## src/sv/dlv_pkg.sv

```systemverilog
`default_nettype none
package dlv_pkg;

   localparam int unsigned DENS_W = 32;
   localparam int unsigned CORNERS = 4;
   localparam int unsigned ROWS_PER_CELL = 32;

   // Corner values after interpolation along y (4 * c0 + ys * dy).
   localparam int unsigned P_W = 35;
   // Row values after interpolation along x (8 * p0 + xs * dp).
   localparam int unsigned E_W = 38;
   // Voxel density times 256 after interpolation along z.
   localparam int unsigned S_W = 41;

   typedef struct packed {
      logic              cell_x;
      logic              cell_z;
      logic [4:0]        cell_y;
      logic signed [31:0] dens_x0_z0_y0;
      logic signed [31:0] dens_x0_z1_y0;
      logic signed [31:0] dens_x1_z0_y0;
      logic signed [31:0] dens_x1_z1_y0;
      logic signed [31:0] dens_x0_z0_y1;
      logic signed [31:0] dens_x0_z1_y1;
      logic signed [31:0] dens_x1_z0_y1;
      logic signed [31:0] dens_x1_z1_y1;
   } req_type;

   typedef struct packed {
      logic [14:0] row_start_index;
      logic [7:0]  solid_mask;
      logic [7:0]  fill_id;
      logic        last_row;
   } rsp_type;

   // One queued cell: low-y corners and the y deltas, indexed by x * 2 + z.
   typedef struct packed {
      logic                     cell_x;
      logic                     cell_z;
      logic [4:0]               cell_y;
      logic signed [3:0][31:0]  base;
      logic signed [3:0][32:0]  delta;
   } cell_entry_type;

endpackage
`default_nettype wire

```

## src/sv/dlv_front.sv

```systemverilog
`default_nettype none
module dlv_front (
   input  wire logic                    clock,
   input  wire logic                    reset,
   input  wire logic                    req_valid,
   output logic                         req_stall,
   input  wire dlv_pkg::req_type        req_data,
   output logic                         head_valid,
   output dlv_pkg::cell_entry_type      head_entry,
   input  wire logic                    head_pop
);
   import dlv_pkg::*;

   localparam int unsigned DEPTH = 2;

   cell_entry_type slot_ff [DEPTH];
   cell_entry_type entry;
   logic           wr_ptr_ff, wr_ptr_in;
   logic           rd_ptr_ff, rd_ptr_in;
   logic [1:0]     count_ff, count_in;
   logic           push;

   // Classify the cell: keep the low-y corners and the differences along y.
   always_comb begin
      entry.cell_x = req_data.cell_x;
      entry.cell_z = req_data.cell_z;
      entry.cell_y = req_data.cell_y;
      entry.base[0] = req_data.dens_x0_z0_y0;
      entry.base[1] = req_data.dens_x0_z1_y0;
      entry.base[2] = req_data.dens_x1_z0_y0;
      entry.base[3] = req_data.dens_x1_z1_y0;
      entry.delta[0] = 33'(req_data.dens_x0_z0_y1) - 33'(req_data.dens_x0_z0_y0);
      entry.delta[1] = 33'(req_data.dens_x0_z1_y1) - 33'(req_data.dens_x0_z1_y0);
      entry.delta[2] = 33'(req_data.dens_x1_z0_y1) - 33'(req_data.dens_x1_z0_y0);
      entry.delta[3] = 33'(req_data.dens_x1_z1_y1) - 33'(req_data.dens_x1_z1_y0);
   end

   assign req_stall  = (count_ff == 2'(DEPTH));
   assign push       = req_valid && !req_stall;
   assign head_valid = (count_ff != 2'd0);
   assign head_entry = slot_ff[rd_ptr_ff];

   always_comb begin
      wr_ptr_in = push ? ~wr_ptr_ff : wr_ptr_ff;
      rd_ptr_in = head_pop ? ~rd_ptr_ff : rd_ptr_ff;
      count_in  = count_ff + 2'(push) - 2'(head_pop);
   end

   always_ff @(posedge clock) begin
      if (reset) begin
         wr_ptr_ff <= 1'b0;
         rd_ptr_ff <= 1'b0;
         count_ff  <= 2'd0;
      end else begin
         wr_ptr_ff <= wr_ptr_in;
         rd_ptr_ff <= rd_ptr_in;
         count_ff  <= count_in;
      end
   end

   always_ff @(posedge clock) begin
      if (push) begin
         slot_ff[wr_ptr_ff] <= entry;
      end
   end

   a_pop_needs_entry: assert property (@(posedge clock) disable iff (reset)
      head_pop |-> head_valid)
      else $error("cell queue popped while empty");

   a_count_bound: assert property (@(posedge clock) disable iff (reset)
      count_ff <= 2'(DEPTH))
      else $error("cell queue count beyond depth");

   a_ptr_count: assert property (@(posedge clock) disable iff (reset)
      (count_ff == 2'd0 || count_ff == 2'(DEPTH)) |-> (wr_ptr_ff == rd_ptr_ff))
      else $error("cell queue pointers disagree with count");

endmodule
`default_nettype wire

```

## src/sv/dlv_back.sv

```systemverilog
`default_nettype none
module dlv_back (
   input  wire logic                    clock,
   input  wire logic                    reset,
   input  wire logic                    head_valid,
   input  wire dlv_pkg::cell_entry_type head_entry,
   output logic                         head_pop,
   input  wire logic [7:0]              solid_block_id,
   output logic                         rsp_valid,
   input  wire logic                    rsp_stall,
   output dlv_pkg::rsp_type             rsp_data
);
   import dlv_pkg::*;

   logic        advance;
   logic [4:0]  row_ff, row_in;

   // Stage 1: y interpolation done.
   logic                          v1_ff;
   logic signed [P_W-1:0]         p_ff [CORNERS];
   logic signed [P_W-1:0]         p_in [CORNERS];
   logic [2:0]                    xs1_ff;
   logic [14:0]                   idx1_ff;
   logic                          last1_ff;

   // Stage 2: x interpolation done.
   logic                          v2_ff;
   logic signed [E_W-1:0]         e_ff [2];
   logic signed [E_W-1:0]         e_in [2];
   logic [14:0]                   idx2_ff;
   logic                          last2_ff;

   // Output register.
   logic        out_valid_ff;
   rsp_type     out_ff;
   logic [7:0]  mask_in;

   logic [1:0]  ys;
   logic [2:0]  xs;
   logic [14:0] idx0;

   assign advance  = !out_valid_ff || !rsp_stall;
   assign ys       = row_ff[4:3];
   assign xs       = row_ff[2:0];
   assign head_pop = advance && head_valid && (row_ff == 5'(ROWS_PER_CELL - 1));
   assign idx0     = {head_entry.cell_x, xs, head_entry.cell_z, 3'b000,
                      head_entry.cell_y, ys};

   always_comb begin
      row_in = row_ff;
      if (advance && head_valid) begin
         row_in = row_ff + 5'd1;
      end
   end

   // Elements of a packed array are unsigned, so the corners are re-signed here.
   always_comb begin
      for (int k = 0; k < CORNERS; k++) begin
         p_in[k] = (P_W'($signed(head_entry.base[k])) <<< 2)
                 + P_W'($signed(head_entry.delta[k])) * $signed({1'b0, ys});
      end
      for (int c = 0; c < 2; c++) begin
         e_in[c] = (E_W'(p_ff[c]) <<< 3)
                 + (E_W'(p_ff[2 + c]) - E_W'(p_ff[c])) * $signed({1'b0, xs1_ff});
      end
   end

   // Eight lanes along z; each lane's weight is a constant.
   always_comb begin
      logic signed [S_W-1:0] diff;
      logic signed [S_W-1:0] sum;
      diff = S_W'(e_ff[1]) - S_W'(e_ff[0]);
      for (int z = 0; z < 8; z++) begin
         sum = (S_W'(e_ff[0]) <<< 3) + diff * $signed(S_W'(z));
         mask_in[z] = !sum[S_W-1] && (sum != '0);
      end
   end

   always_ff @(posedge clock) begin
      if (reset) begin
         row_ff       <= '0;
         v1_ff        <= 1'b0;
         v2_ff        <= 1'b0;
         out_valid_ff <= 1'b0;
      end else begin
         row_ff <= row_in;
         if (advance) begin
            v1_ff        <= head_valid;
            v2_ff        <= v1_ff;
            out_valid_ff <= v2_ff;
         end
      end
   end

   always_ff @(posedge clock) begin
      if (advance) begin
         p_ff                   <= p_in;
         xs1_ff                 <= xs;
         idx1_ff                <= idx0;
         last1_ff               <= (row_ff == 5'(ROWS_PER_CELL - 1));
         e_ff                   <= e_in;
         idx2_ff                <= idx1_ff;
         last2_ff               <= last1_ff;
         out_ff.row_start_index <= idx2_ff;
         out_ff.solid_mask      <= mask_in;
         out_ff.fill_id         <= solid_block_id;
         out_ff.last_row        <= last2_ff;
      end
   end

   assign rsp_valid = out_valid_ff;
   assign rsp_data  = out_ff;

   a_row_holds_when_empty: assert property (@(posedge clock) disable iff (reset)
      !head_valid |=> row_ff == $past(row_ff))
      else $error("row counter moved without a queued cell");

   a_last_row_position: assert property (@(posedge clock) disable iff (reset)
      (rsp_valid && rsp_data.last_row) |->
         (rsp_data.row_start_index[13:11] == 3'd7 && rsp_data.row_start_index[1:0] == 2'd3))
      else $error("last row flagged away from the cell's final row");

   a_pop_at_wrap: assert property (@(posedge clock) disable iff (reset)
      head_pop |=> row_ff == 5'd0)
      else $error("cell released before its row counter wrapped");

endmodule
`default_nettype wire

```

## src/sv/density_lattice_voxelizer.sv

```systemverilog
// Trilinear voxelizer for one coarse density cell. Each request transaction carries a
// cell position and eight signed corner densities; the block upsamples the cell to
// 8 (x) by 4 (y) by 8 (z) voxels and returns 32 response transactions, y step outer
// and x step inner, each a row of eight voxels along z with its chunk start index
// (later voxels of the row add 128), a solid mask, the fill id and a last-row flag
// on the 32nd row. A voxel is solid when its exactly computed density (eight guard
// bits, no rounding) is strictly above zero. The back end emits one row per clock
// while the response side does not stall, so a cell occupies it for its 32 rows;
// each row passes through the y stage, x stage and output registers in turn. A
// two-entry cell queue lets the front end accept the next cells while rows are
// being produced and while the response side stalls. The solid_block_id register
// resets to 121 and is written through the csr port, which is always ready; write
// it only while no cell is in flight.
`default_nettype none
module density_lattice_voxelizer (
   input  wire logic              clock,
   input  wire logic              reset,
   input  wire logic              req_valid,
   output logic                   req_stall,
   input  wire dlv_pkg::req_type  req_data,
   output logic                   rsp_valid,
   input  wire logic              rsp_stall,
   output dlv_pkg::rsp_type       rsp_data,
   input  wire logic              csr_valid,
   output logic                   csr_ready,
   input  wire logic [7:0]        csr_data
);
   import dlv_pkg::*;

   localparam logic [7:0] SOLID_ID_RESET = 8'd121;

   logic [7:0]     solid_block_id_ff, solid_block_id_in;
   logic           head_valid;
   logic           head_pop;
   cell_entry_type head_entry;

   // The register port never back-pressures; a write lands on the next edge.
   assign csr_ready = 1'b1;

   always_comb begin
      solid_block_id_in = solid_block_id_ff;
      if (csr_valid && csr_ready) begin
         solid_block_id_in = csr_data;
      end
   end

   always_ff @(posedge clock) begin
      if (reset) begin
         solid_block_id_ff <= SOLID_ID_RESET;
      end else begin
         solid_block_id_ff <= solid_block_id_in;
      end
   end

   // Front end: takes cells, derives the y deltas and queues them.
   dlv_front u_front (
      .clock      (clock),
      .reset      (reset),
      .req_valid  (req_valid),
      .req_stall  (req_stall),
      .req_data   (req_data),
      .head_valid (head_valid),
      .head_entry (head_entry),
      .head_pop   (head_pop)
   );

   // Back end: walks the 32 rows of the head cell through the interpolation pipeline.
   dlv_back u_back (
      .clock          (clock),
      .reset          (reset),
      .head_valid     (head_valid),
      .head_entry     (head_entry),
      .head_pop       (head_pop),
      .solid_block_id (solid_block_id_ff),
      .rsp_valid      (rsp_valid),
      .rsp_stall      (rsp_stall),
      .rsp_data       (rsp_data)
   );

endmodule
`default_nettype wire

```

## config.mk

```make
export PLATFORM = sky130hd
export DESIGN_NAME = density_lattice_voxelizer
export DESIGN_NICKNAME = d
export VERILOG_FILES = /design/src/sv/dlv_pkg.sv /design/src/sv/dlv_front.sv /design/src/sv/dlv_back.sv /design/src/sv/density_lattice_voxelizer.sv
export SDC_FILE = /design/constraint.sdc
export NUM_CORES = 2
export LEC_CHECK = 0
export BUFFER_PORTS_ARGS = -buffer_cell sky130_fd_sc_hd__buf_4
export CAP_MARGIN = 20
export CORE_ASPECT_RATIO = 1.2
export CORE_MARGIN = 2
export CORE_UTILIZATION = 30
export CTS_BUF_LIST = sky130_fd_sc_hd__clkbuf_4
export CTS_CLUSTER_DIAMETER = 80
export DETAILED_ROUTE_END_ITERATION = 8
export SYNTH_ARGS = -nofsm -noshare
export SYNTH_HDL_FRONTEND = slang
export SYNTH_HIERARCHICAL = 1
export SYNTH_SLANG_ARGS = --single-unit
export TNS_END_PERCENT = 10
```

## constraint.sdc

```tcl
create_clock -name clock -period 24.7 [get_ports clock]
set_input_delay 3.705 -clock clock [delete_from_list [all_inputs] [get_ports clock]]
set_output_delay 3.705 -clock clock [all_outputs]
set_load 0.02 [all_outputs]
```

# Word-level counts from Yosys, hierarchy flattened
# Memory sizes are Yosys's and may differ from the RTL's. A register that Yosys moved wholly into a read port is not among the register bits.
# Cells that the tools add are included.
# totals
out_inout_bits	35
ram_bits	534
ff_bits	294
n_memories	1
elab_cells	97
in_bits	276
# memory_table
name	words	word_bits	read_ports	rd_ports_with_merged_regs	write_ports	line_no	source
u_front.slot_ff	2	267	1	1	1	dlv_front.sv:16	cell_entry_type slot_ff [DEPTH];
# op_classes
addsub	23
n_eq_ne	2
n_reduce_logical	32
mul	10
bitwise	2
muxes	4
# ops
cell	n
41-bit nonzero test	8
41-bit adder	5
34-bit by 35-bit adder with 35-bit output	4
33-bit by 3-bit multiplier with 35-bit output	4
32-bit by 32-bit subtractor with 33-bit output	4
39-bit by 4-bit multiplier with 41-bit output, second input constant	2
38-bit adder	2
38-bit by 4-bit multiplier with 38-bit output	2
35-bit by 35-bit subtractor with 36-bit output	2
41-bit by 39-bit adder with 41-bit output	1
41-bit by 40-bit adder with 41-bit output	1
39-bit by 3-bit multiplier with 41-bit output, second input constant	1
39-bit by 3-bit multiplier with 40-bit output, second input constant	1
38-bit by 38-bit subtractor with 39-bit output	1
1-bit logical AND	11
1-bit zero test	11
5-bit by 1-bit adder with 5-bit output, second input constant	1
5-bit == test, second input constant	1
1-bit two-way mux	4
2-bit by 1-bit adder with 2-bit output	1
2-bit == test, second input constant	1
1-bit NOT	2
2-bit nonzero test	1
2-bit by 1-bit subtractor with 2-bit output	1
1-bit logical OR	1

# Depth between registers and ports, before layout
# logic_depth
word_depth	6
depth_mapped	40
ltp_nobuf	39

# Hierarchy
# Netlist, hierarchy kept.
# by_module_without_submodules
module	seq_area_each_um2	cells_each	n_inst	area_each_um2
dlv_back	8298.0	7339	1	59266.8
dlv_front	16135.5	1851	1	25984.9
density_lattice_voxelizer	160.2	28	1	310.3

# Worst setup path after synthesis
# No wires, ideal clock.
# synth_timing
kind	input -> register
from	input req_valid
to	memory u_front/slot_ff[0][0] (netlist bit) (enable)
t_arrival_ps	14854
n_path_buf	0
path_stages	2
setup_time_ps	900
required_ps	23800
setup_slack_ps	8946
cell_sequence	nand2_1 -> nor2_1
# synth_between
elab_chain_len	3
# synth_rtl
item	line_no	source
start, declared	density_lattice_voxelizer.sv:18	input wire logic req_valid,
1-bit logical AND	dlv_front.sv:39	assign push = req_valid && !req_stall;
1-bit two-way mux	dlv_front.sv:62	if (push) begin
1-bit two-way mux (implied by the code)	dlv_front.sv:63	slot_ff[wr_ptr_ff] <= entry;
end, declared	dlv_front.sv:16	
# Every way passes these cells.

# Worst setup path after layout
# layout_timing
from	register u_back/e_ff[39] (netlist bit)
to	register u_back.out_ff (netlist bit u_back/rsp_data[15]), data pin
# layout_between
elab_chain_len	5
elab_cells_between_ends	6
classes_between	add/sub (2); mul (1); reduce/logical (3)
# layout_rtl
item	line_no	source
start, declared	dlv_back.sv:28	logic signed [E_W-1:0] e_ff [2];
start signal, assigned	dlv_back.sv:101	e_ff <= e_in;
38-bit by 38-bit subtractor with 39-bit output	dlv_back.sv:72	diff = S_W'(e_ff[1]) - S_W'(e_ff[0]);
39-bit by 3-bit multiplier with 40-bit output	dlv_back.sv:74	sum = (S_W'(e_ff[0]) <<< 3) + diff * $signed(S_W'(z));
41-bit adder (*)	dlv_back.sv:74	
41-bit nonzero test or 1-bit zero test (tied branches)	dlv_back.sv:75	mask_in[z] = !sum[S_W-1] && (sum != '0);
1-bit logical AND (*)	dlv_back.sv:75	
net u_back.mask_in[6]	dlv_back.sv:36	logic [7:0] mask_in;
end, declared	dlv_back.sv:35	rsp_type out_ff;
# The timed path passes the listed nets; every way through them passes the cells marked *.
# A chain may end at the register's enable or synchronous reset.

==> metrics.cfg <==
[synth]
syn_avg_cell_area_sq_um=9.28
ys_ff_latch=826
netlist_area_sq_um=85600
yosysWarningCount=6
synth-main-ff-cell=edfxtp_1
synth_cell_types=87
async_flop_share_pct=0
synth-seq-area-share_pct=28.7
synth_edf_count=805
synth_cells=9218

[clock_network]
clk_latency_ps=1210
cts_setup_buffers=0
cts_buffers=220
cts_tree=done
root_buffer=clkbuf_4
htreeDepth=4
cts.sinks=826
postCtsHoldBufs=0
clk_pin_slew_worst_paths_ps=80
cts.path.max_buffers=4
post_cts_resized=0

[grt]
grt_pass1_wl_um=391000
overflow=0
grt_pass1_vias=67000
antenna_found_initial=21
grt_start_max_net_pins=147
track_usage_pct=17.4

[critical_path]
cp-startpoint=u_back/e_ff[39]$_DFFE_PN_
critPathTopFamily=compound AO/OA/AOI/OAI gates
r2r-end=u_back/rsp_data[15]$_DFFE_PN_
cp.required_ps=25650
crit_arrival_ps=11310
worst_path_largest_cell_delay_ps=790
crit_type=flip-flop to flip-flop
worst_setup_path_end_kind=flip-flop
cp-endpoint=u_back/rsp_data[15]$_DFFE_PN_
startpoint_type=flip-flop
path_depth=37
cp_slowest_cell=edfxtp_1
worstPathMaxFanout=12
reg2reg_slack_ps=14340
crit_buf_inv=2
reg2regPathDepth=37
r2r-start=u_back/e_ff[39]$_DFFE_PN_

[route]
post_drt_wl_per_cell_um=18.9
via_per_inst=4.94
via_count=67100
drtPass1Iterations=7
drtIter0Drc=4346
route.detailed.drc=0
antenna_left=0
drt-total-wl_um=256000

[timing]
tightest_slew_ps=1190
fin_skew_ps=143
setup_viol=0
relSlewSlack_pct=19.8
fmax_mhz=96.6
hold_viol_final=0
rsz0062_at_grt=false
drv_slew=0
period_share_pct=41.9
period_minus_slack_ps=10360
fin_tns_setup_ps=0

[final_layout]
nets=11300
fillers=29400
drive_above_1_share_pct=10.9
syn_to_final_growth_pct=11.5

[hold_path]
min_path_type=flip-flop to flip-flop
holdCritStartpoint=u_back/idx2_ff[14]$_DFFE_PN_

[floorplanning]
dieHeight_um=589
fp.dieW_um=492
io_pins=311
start_util_pct=30.2
rows=214
fp.coreArea_sq_um=284000
dieArea_sq_um=290000

[place]
place_congestion=0.976
io_buffers=306
place_hpwl_um=210000

[run_status]
status=finished clean

[run]
drv_cap=0

-- worst reg2reg max path, delay by kind of cell, from the launching register on --
family          cells  cell delay (ps)
xor+xnor            3              920
fa+ha+maj           3             1090
buf+inv             2              350
simple gates       16             3050
flops               1              790
compound gates     13             3940
-- flip-flops by register name (all words and copies together), names as in the netlist, 2 cells and up, named ones only --
signal and count:
u_front/slot_ff 534, u_back/p_ff 140, u_back/e_ff 76, u_back/rsp_data 29, u_back/idx2_ff 12, u_back/idx1_ff 10, solid_block_id_ff 8, u_back/row_ff 5
u_back/xs1_ff 2, u_front/count_ff 2
-- per-layer routing --
layer  up-vias  track usage, %  routed length (um)
li1      32900               -                   -
met1     32200            20.0              103000
met2      1567            30.7              125000
met3       512            2.55               12200
met4        22            9.69               16500
met5         -               0                 141
-- area by class of cell --
| type | count | area (sq um) | area share [%] |
|---|---|---|---|
| multi-input combinational | 6503 | 53900 | 56.5 |
| antenna | 13 | 32.5 | 0.0341 |
| clock inverter | 87 | 552 | 0.578 |
| inverter | 1708 | 6410 | 6.72 |
| timing repair buffer | 382 | 2910 | 3.05 |
| tap | 3780 | 4730 | 4.96 |
| sequential | 826 | 24600 | 25.8 |
| clock buffer | 299 | 2240 | 2.35 |
-- kinds of logic after synthesis --
kind of cell,Yosys count,share of synthesized area (%)
compound gates,2099,15.9
xor+xnor,576,5.90
fa+ha+maj,1421,24.5
buf+inv,1891,8.33
flops,826,28.7
mux,306,3.97
other cells,2,0.00878
simple gates,2097,12.7
-- worst min-delay path by stage --
| stage | to | cells after the start |
|---|---|---|
| after global routing | u_back/rsp_data[31]$_DFFE_PN_ | 0 |
| after CTS | u_back/rsp_data[31]$_DFFE_PN_ | 0 |
| after detailed placement | u_back/rsp_data[23]$_DFFE_PN_ | 0 |
| after floorplan | u_back/idx2_ff[0]$_DFFE_PN_ | 0 |
| after global placement | u_back/rsp_data[27]$_DFFE_PN_ | 0 |
| final | u_back/rsp_data[31]$_DFFE_PN_ | 0 |
-- through the flow --
stage	hold slack (ps)	instances	area (sq um)	util (%)	setup WS, ps
2_1_floorplan	400	9220	85600	-	8950
3_3_place_gp	401	13200	92600	32.6	14440
3_5_place_dp	405	13200	92600	32.6	14420
4_1_cts	396	13600	95400	33.6	14380
5_1_grt	400	13600	95400	33.6	13130
6_report	390	13600	95400	33.6	14340
-- cells in the final DEF, fill, tap and decap left out, types with 374 or more instances in the layout --
cell	netlist	final
ha_1	996	996
nand2_1	420	419
a21oi_1	592	592
xnor2_1	399	394
fa_1	425	425
inv_1	1707	1707
buf_4	4	379
and2_1	420	420
o21ai_0	375	374
nor2_1	442	441
edfxtp_1	805	805
-- synthesized netlist by cell type (all sizes together) (29+ instances only) --
master | n | area, sq um
a211o | 30 | 263
a211oi | 67 | 508
a21boi | 31 | 233
a21o | 303 | 2270
a21oi | 592 | 2960
a31oi | 99 | 619
and2 | 421 | 2630
and3 | 67 | 419
clkbuf | 173 | 649
edfxtp | 805 | 24200
fa | 425 | 8510
ha | 996 | 12500
inv | 1708 | 6410
mux2 | 269 | 3030
mux2i | 37 | 370
nand2 | 420 | 1580
nand2b | 116 | 726
nand3 | 138 | 691
nand4 | 84 | 526
nor2 | 442 | 1660
nor2b | 105 | 657
nor3 | 114 | 571
nor4 | 45 | 288
o211ai | 56 | 420
o21a | 96 | 721
o21ai | 400 | 2000
o21bai | 89 | 668
o22ai | 30 | 188
o31ai | 36 | 270
or3 | 29 | 181
xnor2 | 399 | 3490
xor2 | 177 | 1550
Power is not shown: default switching activity piles up to over one toggle a cycle in this logic, so the estimate is an artifact.
